## src/rtl/core/bmpd_pkg.sv

```systemverilog
// ----------------------------------------------------------------------------
// bmpd_pkg
// Types and constants shared by the 24-bit BMP stream decoder files.
// ----------------------------------------------------------------------------
package bmpd_pkg;

  // Header layout (byte positions from the start of the file)
  localparam int unsigned  HDR_LEN  = 54;
  localparam logic [5:0]   POS_LAST = 6'd53;
  localparam logic [5:0]   POS_SIG0 = 6'd0;
  localparam logic [5:0]   POS_SIG1 = 6'd1;
  localparam logic [5:0]   POS_OFS  = 6'd10;
  localparam logic [5:0]   POS_WID  = 6'd18;
  localparam logic [5:0]   POS_HGT  = 6'd22;
  localparam logic [5:0]   POS_BPP  = 6'd28;
  localparam logic [5:0]   POS_CMP  = 6'd30;

  // Signature characters and supported depth
  localparam logic [7:0]   CHR_B    = 8'h42;
  localparam logic [7:0]   CHR_M    = 8'h4D;
  localparam logic [15:0]  BPP_24   = 16'd24;

  // Result kinds
  localparam logic         KIND_PIXEL = 1'b0;
  localparam logic         KIND_ERROR = 1'b1;

  // Error codes
  localparam logic [1:0]   ERR_NONE      = 2'd0;
  localparam logic [1:0]   ERR_SIGNATURE = 2'd1;
  localparam logic [1:0]   ERR_FORMAT    = 2'd2;
  localparam logic [1:0]   ERR_SIZE      = 2'd3;

  // Header status handed from the header unit to the stream control
  typedef struct packed {
    logic       fail;    // header rejected at this byte
    logic [1:0] code;    // error code when fail is set
    logic       done;    // header accepted at its last byte
    logic       empty;   // zero height, nothing to decode
    logic       direct;  // pixel data starts straight after the header
  } hdr_stat_t;

endpackage

```

## src/rtl/core/bmpd_in_if.sv

```systemverilog
// ----------------------------------------------------------------------------
// bmpd_in_if
// Byte request channel into the BMP decoder: valid/ready plus payload.
// ----------------------------------------------------------------------------
interface bmpd_in_if;
  logic       valid;
  logic       ready;
  logic [7:0] file_byte;
  logic       start_flag;

  modport source (output valid, output file_byte, output start_flag, input ready);
  modport sink   (input valid, input file_byte, input start_flag, output ready);
endinterface

```

## src/rtl/core/bmpd_out_if.sv

```systemverilog
// ----------------------------------------------------------------------------
// bmpd_out_if
// Result request channel out of the BMP decoder: pixels and error reports.
// ----------------------------------------------------------------------------
interface bmpd_out_if;
  logic        valid;
  logic        ready;
  logic        result_kind;
  logic [1:0]  error_code;
  logic [11:0] column;
  logic [11:0] row;
  logic [7:0]  red;
  logic [7:0]  green;
  logic [7:0]  blue;
  logic        final_pixel;

  modport source (output valid, output result_kind, output error_code, output column,
                  output row, output red, output green, output blue, output final_pixel,
                  input ready);
  modport sink   (input valid, input result_kind, input error_code, input column,
                  input row, input red, input green, input blue, input final_pixel,
                  output ready);
endinterface

```

## src/rtl/core/bmpd_header.sv

```systemverilog
// ----------------------------------------------------------------------------
// bmpd_header
// Captures little-endian header fields, checks the signature on bytes 0 and 1
// and the rest at the last header byte; holds the decoded geometry for the pixel stage.
// ----------------------------------------------------------------------------
module bmpd_header #(
  parameter int MAX_WIDTH  = 4096,
  parameter int MAX_HEIGHT = 4096,
  localparam int WW = $clog2(MAX_WIDTH + 1),
  localparam int HW = $clog2(MAX_HEIGHT + 1)
) (
  input  logic               clk,
  input  logic               en_i,       // header byte accepted this cycle
  input  logic [5:0]         pos_i,      // its position in the file
  input  logic [7:0]         byte_i,
  output bmpd_pkg::hdr_stat_t stat_o,
  output logic [WW-1:0]      width_o,
  output logic [HW-1:0]      hmag_o,
  output logic               top_down_o,
  output logic [31:0]        offset_o
);
  import bmpd_pkg::*;

  logic [31:0]   offset_r;
  logic [31:0]   width_r;
  logic [31:0]   height_r;
  logic [15:0]   depth_r;
  logic          comp_nz_r;
  logic [HW-1:0] hmag_r;
  logic          top_down_r;

  logic [1:0]  lane_ofs, lane_wid, lane_hgt;
  logic        lane_bpp;
  logic [31:0] hmag32;
  logic        sig_bad, at_end, fmt_bad, size_bad;

  // byte lane within each field
  assign lane_ofs = 2'(pos_i - POS_OFS);
  assign lane_wid = 2'(pos_i - POS_WID);
  assign lane_hgt = 2'(pos_i - POS_HGT);
  assign lane_bpp = 1'(pos_i - POS_BPP);

  // field capture; every field is fully rewritten before it is checked
  always_ff @(posedge clk) begin
    if (en_i) begin
      if (pos_i >= POS_OFS && pos_i < POS_OFS + 6'd4) begin
        offset_r[{lane_ofs, 3'b000} +: 8] <= byte_i;
      end
      if (pos_i >= POS_WID && pos_i < POS_WID + 6'd4) begin
        width_r[{lane_wid, 3'b000} +: 8] <= byte_i;
      end
      if (pos_i >= POS_HGT && pos_i < POS_HGT + 6'd4) begin
        height_r[{lane_hgt, 3'b000} +: 8] <= byte_i;
      end
      if (pos_i >= POS_BPP && pos_i < POS_BPP + 6'd2) begin
        depth_r[{lane_bpp, 3'b000} +: 8] <= byte_i;
      end
      if (pos_i == POS_CMP) begin
        comp_nz_r <= (byte_i != 8'd0);
      end else if (pos_i > POS_CMP && pos_i < POS_CMP + 6'd4) begin
        comp_nz_r <= comp_nz_r | (byte_i != 8'd0);
      end
    end
  end

  // checks
  assign hmag32   = height_r[31] ? (32'd0 - height_r) : height_r;
  assign sig_bad  = (pos_i == POS_SIG0 && byte_i != CHR_B) ||
                    (pos_i == POS_SIG1 && byte_i != CHR_M);
  assign at_end   = (pos_i == POS_LAST);
  assign fmt_bad  = (depth_r != BPP_24) || comp_nz_r;
  assign size_bad = (width_r == 32'd0) || width_r[31] ||
                    (width_r > 32'(MAX_WIDTH)) || (hmag32 > 32'(MAX_HEIGHT)) ||
                    (offset_r < 32'(HDR_LEN));

  always_comb begin
    stat_o.fail   = en_i && (sig_bad || (at_end && (fmt_bad || size_bad)));
    stat_o.code   = sig_bad ? ERR_SIGNATURE : (fmt_bad ? ERR_FORMAT : ERR_SIZE);
    stat_o.done   = en_i && !sig_bad && at_end && !fmt_bad && !size_bad;
    stat_o.empty  = (hmag32 == 32'd0);
    stat_o.direct = (offset_r == 32'(HDR_LEN));
  end

  // geometry latched once the header has passed
  always_ff @(posedge clk) begin
    if (stat_o.done) begin
      hmag_r     <= hmag32[HW-1:0];
      top_down_r <= height_r[31];
    end
  end

  assign width_o    = width_r[WW-1:0];
  assign hmag_o     = hmag_r;
  assign top_down_o = top_down_r;
  assign offset_o   = offset_r;

endmodule

```

## src/rtl/core/bmp24_stream_decoder_core.sv

```systemverilog
// ----------------------------------------------------------------------------
// bmp24_stream_decoder_core
// Uncompressed 24-bit BMP decoder: a file byte stream in, one request per
// pixel (or one error report per file) out.
// ----------------------------------------------------------------------------
// The decoder takes one file byte per clock while in_ch.ready is high and
// registers each pixel as its red byte is accepted; the result register is
// the only storage between the channels, so in_ch.ready falls only while a
// result waits for out_ch.ready. Raise start_flag on the first byte of every
// file; after reset the first byte is taken as byte 0 anyway. Header bytes
// 0..53 are parsed, the stream is skipped to the data offset, then BGR
// triplets are decoded with the row padding dropped. A bad signature, a depth
// other than 24 or non-zero compression, a width that is zero, negative or
// beyond MAX_WIDTH, a height beyond MAX_HEIGHT (or offset below 54) yields a
// single error report; afterwards, and after the last pixel, bytes are consumed
// and ignored until the next start_flag. Negative heights give top-down files
// with mirrored row numbers. No clearing pass is needed after reset.
// ----------------------------------------------------------------------------
module bmp24_stream_decoder_core #(
  parameter int MAX_WIDTH  = 4096,
  parameter int MAX_HEIGHT = 4096
) (
  input  logic  clk,
  input  logic  rst_n,
  bmpd_in_if.sink    in_ch,
  bmpd_out_if.source out_ch
);
  import bmpd_pkg::*;

  localparam int WW = $clog2(MAX_WIDTH + 1);
  localparam int HW = $clog2(MAX_HEIGHT + 1);

  // parser phases
  localparam logic [2:0] PH_HEADER = 3'd0;
  localparam logic [2:0] PH_SKIP   = 3'd1;
  localparam logic [2:0] PH_PIXEL  = 3'd2;
  localparam logic [2:0] PH_PAD    = 3'd3;
  localparam logic [2:0] PH_IDLE   = 3'd4;

  // channel phases within a triplet
  localparam logic [1:0] CH_BLUE  = 2'd0;
  localparam logic [1:0] CH_GREEN = 2'd1;
  localparam logic [1:0] CH_RED   = 2'd2;

  logic [2:0]    phase_r, phase_cur, phase_nxt;
  logic [31:0]   pos_r, pos_cur, pos_inc;
  logic [1:0]    chan_r;
  logic [WW-1:0] col_r;
  logic [HW-1:0] row_r;
  logic [1:0]    pad_r;
  logic [7:0]    blue_r, green_r;

  logic          accept;
  hdr_stat_t     hstat;
  logic [WW-1:0] width;
  logic [HW-1:0] hmag;
  logic          top_down;
  logic [31:0]   offset;

  logic          last_col, last_pix;
  logic [31:0]   col32, y32;

  // result register
  logic          out_valid_r;
  logic          kind_r;
  logic [1:0]    code_r;
  logic [11:0]   col_out_r, row_out_r;
  logic [7:0]    red_r, green_out_r, blue_out_r;
  logic          final_r;
  logic          emit, emit_err;

  // handshake: a new byte whenever the result slot is free or being drained
  assign in_ch.ready = !out_valid_r || out_ch.ready;
  assign accept      = in_ch.valid && in_ch.ready;

  // start_flag restarts the parse at byte 0
  assign phase_cur = in_ch.start_flag ? PH_HEADER : phase_r;
  assign pos_cur   = in_ch.start_flag ? 32'd0 : pos_r;
  assign pos_inc   = pos_cur + 32'd1;

  bmpd_header #(
    .MAX_WIDTH  (MAX_WIDTH),
    .MAX_HEIGHT (MAX_HEIGHT)
  ) u_header (
    .clk        (clk),
    .en_i       (accept && phase_cur == PH_HEADER),
    .pos_i      (pos_cur[5:0]),
    .byte_i     (in_ch.file_byte),
    .stat_o     (hstat),
    .width_o    (width),
    .hmag_o     (hmag),
    .top_down_o (top_down),
    .offset_o   (offset)
  );

  // pixel coordinates
  assign last_col = (col_r + WW'(1)) == width;
  assign last_pix = last_col && ((row_r + HW'(1)) == hmag);
  assign col32    = 32'(col_r);
  assign y32      = top_down ? (32'(hmag) - 32'd1 - 32'(row_r)) : 32'(row_r);

  // phase sequencing and result decision
  always_comb begin
    phase_nxt = phase_cur;
    emit      = 1'b0;
    emit_err  = 1'b0;
    unique case (phase_cur)
      PH_HEADER: begin
        if (hstat.fail) begin
          emit      = 1'b1;
          emit_err  = 1'b1;
          phase_nxt = PH_IDLE;
        end else if (hstat.done) begin
          if (hstat.empty) begin
            phase_nxt = PH_IDLE;
          end else if (hstat.direct) begin
            phase_nxt = PH_PIXEL;
          end else begin
            phase_nxt = PH_SKIP;
          end
        end
      end
      PH_SKIP: begin
        if (pos_inc >= offset) begin
          phase_nxt = PH_PIXEL;
        end
      end
      PH_PAD: begin
        if (pad_r <= 2'd1) begin
          phase_nxt = PH_PIXEL;
        end
      end
      PH_PIXEL: begin
        if (chan_r == CH_RED) begin
          emit = 1'b1;
          if (last_pix) begin
            phase_nxt = PH_IDLE;
          end else if (last_col && width[1:0] != 2'd0) begin
            phase_nxt = PH_PAD;
          end
        end
      end
      PH_IDLE: begin
        phase_nxt = PH_IDLE;
      end
      default: begin
        phase_nxt = PH_IDLE;
      end
    endcase
  end

  // control state
  always_ff @(posedge clk) begin
    if (!rst_n) begin
      phase_r <= PH_HEADER;
      pos_r   <= '0;
      chan_r  <= CH_BLUE;
      col_r   <= '0;
      row_r   <= '0;
      pad_r   <= '0;
    end else if (accept) begin
      phase_r <= phase_nxt;
      pos_r   <= (pos_cur == 32'hFFFF_FFFF) ? pos_cur : pos_inc;
      if (in_ch.start_flag) begin
        chan_r <= CH_BLUE;
        col_r  <= '0;
        row_r  <= '0;
        pad_r  <= '0;
      end else if (phase_cur == PH_PAD) begin
        if (pad_r != 2'd0) begin
          pad_r <= pad_r - 2'd1;
        end
      end else if (phase_cur == PH_PIXEL) begin
        case (chan_r)
          CH_BLUE:  chan_r <= CH_GREEN;
          CH_GREEN: chan_r <= CH_RED;
          default: begin
            chan_r <= CH_BLUE;
            if (!last_pix) begin
              if (last_col) begin
                col_r <= '0;
                row_r <= row_r + HW'(1);
                // padding to a 4-byte row: (4 - 3w mod 4) mod 4 == w mod 4
                pad_r <= width[1:0];
              end else begin
                col_r <= col_r + WW'(1);
              end
            end
          end
        endcase
      end
    end
  end

  // held channel bytes
  always_ff @(posedge clk) begin
    if (accept && phase_cur == PH_PIXEL) begin
      if (chan_r == CH_BLUE) begin
        blue_r <= in_ch.file_byte;
      end
      if (chan_r == CH_GREEN) begin
        green_r <= in_ch.file_byte;
      end
    end
  end

  // result register
  always_ff @(posedge clk) begin
    if (!rst_n) begin
      out_valid_r <= 1'b0;
    end else if (accept) begin
      out_valid_r <= emit;
    end else if (out_ch.ready) begin
      out_valid_r <= 1'b0;
    end
  end

  always_ff @(posedge clk) begin
    if (accept && emit) begin
      if (emit_err) begin
        kind_r      <= KIND_ERROR;
        code_r      <= hstat.code;
        col_out_r   <= '0;
        row_out_r   <= '0;
        red_r       <= '0;
        green_out_r <= '0;
        blue_out_r  <= '0;
        final_r     <= 1'b0;
      end else begin
        kind_r      <= KIND_PIXEL;
        code_r      <= ERR_NONE;
        col_out_r   <= col32[11:0];
        row_out_r   <= y32[11:0];
        red_r       <= in_ch.file_byte;
        green_out_r <= green_r;
        blue_out_r  <= blue_r;
        final_r     <= last_pix;
      end
    end
  end

  assign out_ch.valid       = out_valid_r;
  assign out_ch.result_kind = kind_r;
  assign out_ch.error_code  = code_r;
  assign out_ch.column      = col_out_r;
  assign out_ch.row         = row_out_r;
  assign out_ch.red         = red_r;
  assign out_ch.green       = green_out_r;
  assign out_ch.blue        = blue_out_r;
  assign out_ch.final_pixel = final_r;

endmodule
```

## src/flat_wrapper.sv

```systemverilog
// flat-port wrapper written by rule: the top's interface ports become plain ports
module bmp24_stream_decoder_core_flat import bmpd_pkg::*;
#(
  parameter int MAX_WIDTH  = 4096,
  parameter int MAX_HEIGHT = 4096
)
  (clk, rst_n, in_ch_valid, in_ch_file_byte, in_ch_start_flag, in_ch_ready, out_ch_valid, out_ch_result_kind, out_ch_error_code, out_ch_column, out_ch_row, out_ch_red, out_ch_green, out_ch_blue, out_ch_final_pixel, out_ch_ready);
  bmpd_in_if in_ch_i ();
  bmpd_out_if out_ch_i ();
  input  logic clk;
  input  logic rst_n;
  input wire logic [$bits(in_ch_i.valid)-1:0] in_ch_valid;
  input wire logic [$bits(in_ch_i.file_byte)-1:0] in_ch_file_byte;
  input wire logic [$bits(in_ch_i.start_flag)-1:0] in_ch_start_flag;
  output wire logic [$bits(in_ch_i.ready)-1:0] in_ch_ready;
  output wire logic [$bits(out_ch_i.valid)-1:0] out_ch_valid;
  output wire logic [$bits(out_ch_i.result_kind)-1:0] out_ch_result_kind;
  output wire logic [$bits(out_ch_i.error_code)-1:0] out_ch_error_code;
  output wire logic [$bits(out_ch_i.column)-1:0] out_ch_column;
  output wire logic [$bits(out_ch_i.row)-1:0] out_ch_row;
  output wire logic [$bits(out_ch_i.red)-1:0] out_ch_red;
  output wire logic [$bits(out_ch_i.green)-1:0] out_ch_green;
  output wire logic [$bits(out_ch_i.blue)-1:0] out_ch_blue;
  output wire logic [$bits(out_ch_i.final_pixel)-1:0] out_ch_final_pixel;
  input wire logic [$bits(out_ch_i.ready)-1:0] out_ch_ready;
  assign in_ch_i.valid = in_ch_valid;
  assign in_ch_i.file_byte = in_ch_file_byte;
  assign in_ch_i.start_flag = in_ch_start_flag;
  assign in_ch_ready = in_ch_i.ready;
  assign out_ch_valid = out_ch_i.valid;
  assign out_ch_result_kind = out_ch_i.result_kind;
  assign out_ch_error_code = out_ch_i.error_code;
  assign out_ch_column = out_ch_i.column;
  assign out_ch_row = out_ch_i.row;
  assign out_ch_red = out_ch_i.red;
  assign out_ch_green = out_ch_i.green;
  assign out_ch_blue = out_ch_i.blue;
  assign out_ch_final_pixel = out_ch_i.final_pixel;
  assign out_ch_i.ready = out_ch_ready;
  bmp24_stream_decoder_core #(.MAX_WIDTH(MAX_WIDTH), .MAX_HEIGHT(MAX_HEIGHT)) u_core (.clk(clk), .rst_n(rst_n), .in_ch(in_ch_i), .out_ch(out_ch_i));
endmodule
```

## config.mk

```make
export PLATFORM = sky130hd
export DESIGN_NAME = bmp24_stream_decoder_core_flat
export DESIGN_NICKNAME = d
export VERILOG_FILES = /design/src/rtl/core/bmpd_pkg.sv /design/src/rtl/core/bmpd_in_if.sv /design/src/rtl/core/bmpd_out_if.sv /design/src/rtl/core/bmpd_header.sv /design/src/rtl/core/bmp24_stream_decoder_core.sv /design/src/flat_wrapper.sv
export SDC_FILE = /design/constraint.sdc
export NUM_CORES = 1
export LEC_CHECK = 0
export BUFFER_PORTS_ARGS = -buffer_cell sky130_fd_sc_hd__buf_2
export CAP_MARGIN = 40
export CORE_UTILIZATION = 35
export CTS_CLUSTER_SIZE = 28
export DETAILED_ROUTE_END_ITERATION = 10
export MAX_ROUTING_LAYER = met4
export PLACE_DENSITY_LB_ADDON = 0.08
export SETUP_SLACK_MARGIN = 0.3
export SYNTH_ARGS = -nofsm -noshare
export SYNTH_HDL_FRONTEND = slang
export SYNTH_SLANG_ARGS = --single-unit
```

## constraint.sdc

```tcl
create_clock -name clk -period 14.1 [get_ports clk]
set_input_delay 2.82 -clock clk [delete_from_list [all_inputs] [get_ports clk]]
set_output_delay 2.82 -clock clk [all_outputs]
set_load 0.05 [all_outputs]
```

; Word-level counts from Yosys, hierarchy flattened
; Cells that the tools add are included.
; W data, S select, Z words.
[word_totals]
output_inout_bits = 54
word_cells = 198
in_bits = 13
regBits = 261
[classes]
eq_ne = 21
shifts = 8
magnitude_cmp = 15
muxes = 53
add_sub_neg = 15
bitwise = 2
n_reduce_logical = 59
[op_table]
columns = cell, count
row1 = $mux W13, 12
row2 = $bwmux W32, 3
row3 = $mux W32, 3
row4 = $shift A8 B7 Y32 const A, 3
row5 = $shiftx A8 B7 Y32, 3
row6 = $gt A32 B13 Y1 const B, 2
row7 = $logic_not A32 Y1, 2
row8 = $add A32 B1 Y32 const B, 1
row9 = $eq A32 B32 Y1 const B, 1
row10 = $eq A32 B6 Y1 const B, 1
row11 = $ge A32 B32 Y1, 1
row12 = $lt A32 B6 Y1 const B, 1
row13 = $sub A1 B32 Y32 const A, 1
row14 = $mux W3, 9
row15 = $add A13 B1 Y13 const B, 2
row16 = $eq A13 B13 Y1, 2
row17 = $mux W2, 11
row18 = $neg A5 Y7, 3
row19 = $logic_and A1 B1 Y1, 19
row20 = $ge A6 B5 Y1 const B, 3
row21 = $lt A6 B5 Y1 const B, 3
row22 = $bwmux W16, 1
row23 = $ne A16 B5 Y1 const B, 1
row24 = $ne A8 B7 Y1 const B, 2
row25 = 44 further kinds, 83

; Longest topological paths before layout
; Gate-level depths: netlist (run 1).
[depth]
ltp_word = 13
ltp_mapped = 20
ltp_nobuf = 17

; Modules after synthesis
; Synthesis (run 1) repeated with hierarchy kept, for this count alone.
[hier_totals]
cells_unflattened = 1407
area_unflattened_um2 = 14243.7
[modules_own_cells]
columns = module, n_inst, cells_each, seq_area_each_um2, area_per_inst_um2
row1 = bmp24_stream_decoder_core, 1, 923, 3363.2, 8279.2
row2 = bmpd_header, 1, 484, 3813.7, 5964.5

; Least setup slack after synthesis (run 1)
; No wires, ideal clock.
[synth_path]
kind = input -> register
startpoint = input in_ch_start_flag
endpoint = register u_core.blue_out_r[0], in the netlist u_core.out_ch.blue[0], enable pin
required_time_ps = 13621
n_path_buf = 4
arrival_ps = 7487
setup_slack_ps = 6134
stages = 11
setup_ps = 479
cell_sequence = clkbuf_1 > clkbuf_1 > nor2b_1 > clkbuf_1 > ha_1 > o31a_1 > o221ai_1 > or3_1 > o211a_4 > buf_6 > a21oi_1
[synth_via]
elab_chain_len = 9
word_cells_on_any_way = 17
cone_classes = 3 x eq/ne / 4 x mux / 10 x reduce/logical
[synth_lines]
columns = element, line_no
row1 = "start, declared", flat_wrapper.sv:14  ; input wire logic [$bits(in_ch_i.start_flag)-1:0] in_ch_start_flag;
row2 = $mux W32, bmp24_stream_decoder_core.sv:78  ; assign pos_cur = in_ch.start_flag ? 32'd0 : pos_r;
row3 = $eq A6 B1 Y1 / $logic_not A6 Y1 (equally long branches), "bmpd_header.sv:69, bmpd_header.sv:68"
row4 = $logic_and A1 B1 Y1 (on tied branches), "bmpd_header.sv:69, bmpd_header.sv:68"
row5 = $logic_or A1 B1 Y1, bmpd_header.sv:68  ; assign sig_bad = (pos_i == POS_SIG0 && byte_i != CHR_B) ||
row6 = $logic_or A1 B1 Y1, bmpd_header.sv:77  ; stat_o.fail = en_i && (sig_bad || (at_end && (fmt_bad || size_bad)));
row7 = $logic_and A1 B1 Y1, bmpd_header.sv:77
row8 = $mux W1, bmp24_stream_decoder_core.sv:109  ; if (hstat.fail) begin
row9 = $pmux W1 S2 (*), bmp24_stream_decoder_core.sv:107  ; unique case (phase_cur)
row10 = $logic_and A1 B1 Y1 (*), bmp24_stream_decoder_core.sv:219  ; if (accept && emit) begin
row11 = "end signal, assigned", bmp24_stream_decoder_core.sv:236  ; blue_out_r <= blue_r;
row12 = "end, declared", bmp24_stream_decoder_core.sv:68  ; logic [7:0] red_r, green_out_r, blue_out_r;
; Mark *: on every way between the ends. The rest lies on a longest branch, timed or not.
; A chain may end at the register's enable or synchronous reset.

; Worst setup path after layout (run 1)
[layout_path]
startpoint = input in_ch_start_flag
endpoint = register u_core.phase_r[1]
[layout_via]
elab_chain_len = 12
word_cells_on_any_way = 31
cone_classes = 1 x add/sub / 1 x order compare / 5 x eq/ne / 10 x mux / 14 x reduce/logical
[layout_lines]
columns = element, line_no
row1 = "parallel branches: the longest is 11 deep, another holds $add A32 B1 Y32", --
row2 = $pmux W3 S4 (*), bmp24_stream_decoder_core.sv:107
row3 = "end signal, assigned", bmp24_stream_decoder_core.sv:162  ; phase_r <= phase_nxt;
row4 = "end, declared", bmp24_stream_decoder_core.sv:45  ; logic [2:0] phase_r, phase_cur, phase_nxt;
; Mark *: on every way between the ends.

==> impl_metrics.tcl, run 1 <==
set metrics [dict create \
    setup_viol 0 \
    root_buffer "clkbuf_16" \
    cp.buffers_inverters 3 \
    clock-sinks 261 \
    crit_path_end_kind "flop" \
    synth_ff_type "edfxtp_1" \
    clockBufferDepth 3 \
    dr_total_vias 11000 \
    drc_errors 0 \
    crit_family "simple AND/OR/NAND/NOR gates" \
    fmax_mhz 136 \
    place_ws_ns 6.23 \
    status "completed" \
    required_ns 14.55 \
    max_cap_violations 0 \
    worst_path_max_delay_cell "nor4_1" \
    cts_tree "built" \
    globalplace.congestion 0.895 \
    fin_skew_ns 0.0228 \
    grt_pass1_wl_um 64000 \
    synth_edf_count 195 \
    final_cell_mix "edfxtp_1, nor2_1, inv_1" \
    rsz0062_at_grt "no" \
    slew_viol_final 0 \
    synth_seq_cells 261 \
    reg2reg_depth 17 \
    fin_util 0.405 \
    grt_util_all_layers 0.208 \
    syn2layout_area_growth_pct 12.9 \
    synth_sequential_area_ratio 0.500 \
    multiInputGateArea_mm2 0.00654 \
    r2r_start "u_core.pos_r[1]" \
    syn_nets 1466 \
    whs_ns 0.513 \
    fin_tns_setup_ns 0 \
    rows 73 \
    pwr-share-seq 0.478 \
    layout_setup_ws_ns 6.77 \
    antenna_found_initial 0 \
    irDropWorstVdd_mv 0.0823 \
    start_util 0.358 \
    h-tree-depth 1 \
    ios 67 \
    async_reset_ff_frac 0 \
    pwr_density_cell_mw_per_mm2 110 \
    hp-class "flop to flop" \
    first_global_vias 10400 \
    worst-endpoint-arrival_ns 7.78 \
    tightest_slew_ns 0.821 \
    power_leakage_uw 0.00618 \
    core_mm2 0.0401 \
    cp-start-kind "input port" \
    dieHeight_um 205 \
    ant_nets 0 \
    worstSetupPathType "input port to flop" \
    max_slew_margin 0.450 \
    dieArea_mm2 0.0419 \
    fillers 3912 \
    hold_path_depth 1 \
    hold_start "u_core.green_r[3]" \
    p_sw_uw 434 \
    clk_pin_slew_ns 0.06 \
    period_share 0.520 \
    swShare 0.244 \
    layout.nets 1504 \
    drt-initial-drc-count 712 \
    cts_resized 0 \
    grt_max_degree 57 \
    yosys_warnings 0 \
    timing.critical_path.cells "buf_2 -> buf_4 -> nor2b_1 -> ha_1 -> inv_1 -> nor4_1 -> nand4_1 -> nor3_1 -> nand4_1 -> xor2_1 -> nor2_1 -> ha_1 -> a21o_1 -> a21oi_1 -> o21ai_0 -> a2111oi_0 -> a21oi_1 -> nor2_1 -> o22ai_1" \
    dpl.hpwl_um 31200 \
    hold_viol_final 0 \
    first_pass_iters 5 \
    hold_buffers 0 \
    r2r_end "u_core.phase_r[1]" \
    rrSetupSlack_ns 9.04 \
    pwr-share-comb 0.068 \
    wl_per_cell_um 21.2 \
    die_w_um 205 \
    grt-ovfl-total 0 \
    layout_commonest_cell "edfxtp_1" \
    synth_cell_types 77 \
    cts_setup_buffers 0 \
    cpPeakStageDelay_ns 0.71 \
    wl_um 42200 \
    portBuffers 66 \
    p_int_uw 1350 \
    clockPowerShare 0.454 \
    p_total_uw 1780 \
    layout-drive-gt1-share 0.127 \
    clk_latency_ns 0.58 \
    synth_area_per_cell_um2 10.3 \
    synth_area_mm2 0.0144 \
    critPathMaxFanout 29 \
    synthCells 1398 \
    avgViaCountPerCell 5.55 \
    hold_end "u_core.out_ch.green[3]" \
    regArea_mm2 0.00718 \
    min_period_ns 7.33 \
    cts_buffers 30 \
]
sequential cells by signal, indices dropped and copies added, names as in the netlist, 3 cells and up:
register	cells
u_core.out_ch.blue	8
u_core.phase_r	3
u_core.out_ch.column	12
u_core.u_header.depth_r	16
u_core.out_ch.red	8
u_core.blue_r	8
u_core.out_ch.green	8
u_core.green_r	8
u_core.u_header.width_r	32
u_core.u_header.offset_o	32
u_core.out_ch.row	12
u_core.pos_r	32
u_core.col_r	13
u_core.row_r	13
u_core.u_header.height_r	32
u_core.u_header.hmag_o	13
layer usage:
metal	GRT usage	vias to the layer above	wire length (µm)
met5	-	-	0
met4	0.0637	0	1310
met3	0.0253	77	1780
met2	0.329	263	19700
met1	0.277	5381	19400
li1	-	5302	-
synthesized netlist by cell type (all sizes together), types with 13 or more instances:
cell type / number / area, µm²
nand4: 31 / 194
nor4: 46 / 288
nand2b: 15 / 93.8
nand3: 37 / 185
nor2: 119 / 447
a21oi: 49 / 245
o31ai: 15 / 113
nand2: 89 / 334
nor2b: 21 / 131
xor2: 31 / 272
and3: 15 / 93.8
o21ai: 36 / 180
clkbuf: 65 / 244
o211a: 14 / 148
a21o: 20 / 150
o221a: 35 / 394
xnor2: 49 / 429
nor3: 42 / 210
mux2i: 13 / 130
dfxtp: 66 / 1320
edfxtp: 195 / 5860
or4: 15 / 113
a31oi: 17 / 106
inv: 94 / 353
or3: 16 / 100
and2: 61 / 382
ha: 54 / 676
worst max-delay path by stage:
stage / from / endpoint / slack, ns / cells after the start
after global routing: in_ch_start_flag / u_core.phase_r[1] / 6.09 / 18
final: in_ch_start_flag / u_core.phase_r[1] / 6.77 / 19
after floorplan: in_ch_start_flag / u_core.out_ch.blue[0] / 6.13 / 11
after global placement: in_ch_start_flag / u_core.phase_r[1] / 6.27 / 19
after detailed placement: in_ch_start_flag / u_core.phase_r[1] / 6.23 / 19
after CTS: in_ch_start_flag / u_core.phase_r[1] / 6.81 / 17
power groups by stage:
stage / combinational (µW) / clock, µW / sequential (µW)
final: 121 / 808 / 850
after CTS: 123 / 829 / 849
after floorplan: 60.6 / 0 / 888
after detailed placement: 123 / 0 / 866
after global routing: 131 / 857 / 851
after global placement: 121 / 0 / 865
cell type report:
type	count	share of cell area
Timing Repair Buffer	83	0.0286
Tap cell	525	0.0405
Sequential cell	261	0.442
Antenna cell	1	0.000154
Clock inverter	23	0.0152
Clock buffer	33	0.0482
Multi-Input combinational cell	965	0.403
Inverter	95	0.0220
cell families after synthesis:
kind of cell / after synthesis / synth area share
AOI/OAI and AO/OA: 265 / 0.141
buffers and inverters: 172 / 0.0469
xor gates and xnor gates: 80 / 0.0488
DFF: 261 / 0.500
adders and majority gates: 55 / 0.0484
and+or+nand+nor: 550 / 0.205
muxes: 15 / 0.0106
worst register-to-register path: stages, from the launching register on:
cell and delay [ns]:
dfxtp_1 0.56, nor2b_1 0.31, ha_1 0.28, inv_1 0.10, nor4_1 0.71, nand4_1 0.39, nor3_1 0.57, nand4_1 0.18
xor2_1 0.20, nor2_1 0.07, ha_1 0.31, a21o_1 0.16, a21oi_1 0.12, o21ai_0 0.08, a2111oi_0 0.54, a21oi_1 0.14
nor2_1 0.12, o22ai_1 0.08
metrics by stage:
step,area [µm²],instances
6_report,16200,1986
2_1_floorplan,14400,1398
4_1_cts,16200,1985
3_5_place_dp,15200,1929
3_3_place_gp,15200,1925
5_1_grt,16200,1985
No activity file was read; power rests on OpenSTA's default activity.
==> inputs of run 2 (changes only) <==
--- a/config.mk
+++ b/config.mk
@@ -5,6 +5,7 @@
 export SDC_FILE = /design/constraint.sdc
 export NUM_CORES = 1
 export LEC_CHECK = 0
+export ABC_AREA = 1
 export BUFFER_PORTS_ARGS = -buffer_cell sky130_fd_sc_hd__buf_2
 export CAP_MARGIN = 40
 export CORE_UTILIZATION = 35
==> constraint.sdc (replaced) <==
create_clock -name clk -period 7.32 [get_ports clk]
set_input_delay 1.464 -clock clk [delete_from_list [all_inputs] [get_ports clk]]
set_output_delay 1.464 -clock clk [all_outputs]
set_load 0.05 [all_outputs]
==> run 2 against run 1 <==
  * Clock skew down 0.0068 ns
  * Die area is 4.0% higher
  * Via count grew 11%
  * Synthesized cell count is 32% higher
  * Sequential share of layout area is 1.7 points lower
  * Combinational power increased by 130%
  * Wire length rose by 1.1%
  * Critical endpoint unchanged
  * Largest cell class unchanged
  * Largest power group unchanged
  * Highest routed layer unchanged
==> impl_metrics.tcl, run 2 <==
set metrics [dict create \
    worstSetupPathType "input port to flop" \
    yosys.area.top_type "edfxtp_1" \
    async_reset_ff_frac 0 \
    min_period_ns 5.17 \
    crit_path_end_kind "flop" \
    yosys_warnings 0 \
    dieHeight_um 209 \
    max_slew_margin 0.436 \
    whs_ns 0.465 \
    fmax_mhz 194 \
    layout_commonest_cell "nand2_1" \
    h-tree-depth 1 \
    clk_latency_ns 0.59 \
    cts_setup_buffers 0 \
    cts_tree "built" \
    syn2layout_area_growth_pct 12.8 \
    synth_cell_types 51 \
    status "completed" \
    place_ws_ns 1.62 \
    fillers 4321 \
    required_ns 7.85 \
    synth_most_common_cell "nand2_1" \
    synth-compound-area-share 0.0747 \
    fin_skew_ns 0.0160 \
    first_pass_iters 5 \
    cp-start-kind "input port" \
    avgViaCountPerCell 4.94 \
    critPathMaxFanout 28 \
    power_leakage_uw 0.00690 \
    wl_per_cell_um 17.2 \
    cts_resized 0 \
    slew_viol_final 0 \
    portBuffers 66 \
    grt_util_all_layers 0.204 \
    synthXorXnorAreaFrac 0.0260 \
    hold_viol_final 0 \
    synth_ff_type "edfxtp_1" \
    period_share 0.706 \
    dr_total_vias 12300 \
    hold_buffers 0 \
    synth_top_family_by_area "simple AND/OR/NAND/NOR gates" \
    drc_errors 0 \
    clock-sinks 261 \
    core_mm2 0.0420 \
    layout-drive-gt1-share 0.0967 \
    hp-class "flop to flop" \
    rows 75 \
    p_total_uw 3460 \
    globalplace.congestion 0.899 \
    grt_max_degree 49 \
    max_cap_violations 0 \
    setup_viol 0 \
    ios 67 \
    synth.top_cell.area_share 0.392 \
    ant_nets 0 \
    synthTopCellsByCount "nand2_1, nor2_1, inv_1, edfxtp_1, nand3_1" \
    yosys.area_share.simple 0.284 \
    clk_pin_slew_ns 0.06 \
    final_cell_mix "nand2_1, nor2_1, inv_1" \
    synth_area_mm2 0.0149 \
    clockBufferDepth 3 \
    synth_area_per_cell_um2 8.08 \
    layout.nets 1987 \
    dpl.hpwl_um 32200 \
    pwr_density_cell_mw_per_mm2 205 \
    irDropWorstVdd_mv 0.179 \
    wl_um 42600 \
    synth_seq_cells 261 \
    synthMuxAreaShare 0 \
    syn_nets 1919 \
    synthCells 1851 \
    worst-endpoint-arrival_ns 5.69 \
    dieArea_mm2 0.0435 \
    grt_pass1_wl_um 67400 \
    start_util 0.356 \
    first_global_vias 12000 \
    synthAdderAreaFrac 0.0465 \
    layout_setup_ws_ns 2.15 \
    grt-ovfl-total 0 \
    tightest_slew_ns 0.842 \
    rsz0062_at_grt "no" \
    synth_sequential_area_ratio 0.480 \
    synthTopCellsByArea "edfxtp_1, nand2_1, dfxtp_1" \
    cts_buffers 31 \
    placed_cell_area_mm2 0.0159 \
    diodes 0 \
    fin_tns_setup_ns 0 \
    die_w_um 209 \
    root_buffer "clkbuf_16" \
    synth_edf_count 195 \
    antenna_found_initial 0 \
    postLayoutCellArea_mm2 0.0169 \
    drt-initial-drc-count 714 \
]
[run 2: cell count changes after synthesis, sizes merged, moves of 41 or more]
cell   before  now
nand2      89  378
nor2      119  308
inv        94  281
nand3      37  117
and2       61    2
o21ai      36   94
xnor2      49    3
a21oi      49   90
[run 2: cell families (layout without fill, tap and decap cells)]
group / Yosys count / count (layout)
xor gates and xnor gates: 42 / 42
and+or+nand+nor: 950 / 950
buffers and inverters: 334 / 427
DFF: 261 / 261
adders and majority gates: 55 / 55
AOI/OAI and AO/OA: 209 / 209
[run 2: metrics by stage]
stage	utilization	std cells
global placement	0.376	2422
finish	0.401	2483
floorplan	-	1851
global route	0.401	2483
detailed placement	0.377	2425
CTS	0.401	2483
[run 2: power breakdown]
part	switching (µW)	total (µW)	internal, µW
sequential	17.6	1630	1620
clock	643	1560	912
combinational	210	274	63.7
total	871	3460	2590
[run 2: cell type report]
type                    instances  area [µm²]  area share
multi-input cells            1256        6460       0.383
inverters                     289        1090      0.0645
well taps                     539         674      0.0400
clock inverters                23         219      0.0130
clock buffers                  35         791      0.0469
repair buffers                 80         452      0.0268
flip-flops and latches        261        7180       0.426
[run 2: final timing paths]
| check | from | to | slack [ns] | cells past startpoint |
|---|---|---|---|---|
| max reg2reg | u_core.pos_r[1] | u_core.phase_r[1] | 3.12 | 25 |
| min | u_core.pos_r[19] | u_core.pos_r[19] | 0.46 | 2 |
| max | in_ch_start_flag | u_core.phase_r[1] | 2.15 | 27 |
| min reg2reg | u_core.pos_r[19] | u_core.pos_r[19] | 0.46 | 2 |
[run 2: worst max-delay path, cell delays in order]
cell	delay, ns
buf_2	0.12
inv_4	0.29
nand2_2	0.22
inv_1	0.19
ha_1	0.20
nand2_2	0.08
nor3_4	0.22
nand4_1	0.16
or2_4	0.29
nor2_8	0.12
nand4_2	0.12
inv_2	0.10
nand4_1	0.09
xor2_1	0.23
inv_1	0.07
ha_1	0.29
nand4_1	0.09
inv_1	0.07
nand2_1	0.08
nor4_1	0.35
nand4_1	0.14
and3_1	0.27
nand2_1	0.08
nand2_1	0.05
nand3_1	0.08
nand2_1	0.05
a21oi_1	0.12
[run 2: metal layers]
metal | vias up | global-route usage | wire (µm)
met5 | - | - | 0
met4 | 0 | 0.0695 | 1430
met3 | 79 | 0.0197 | 1250
met2 | 224 | 0.339 | 20200
met1 | 5717 | 0.259 | 19700
li1 | 6238 | - | -
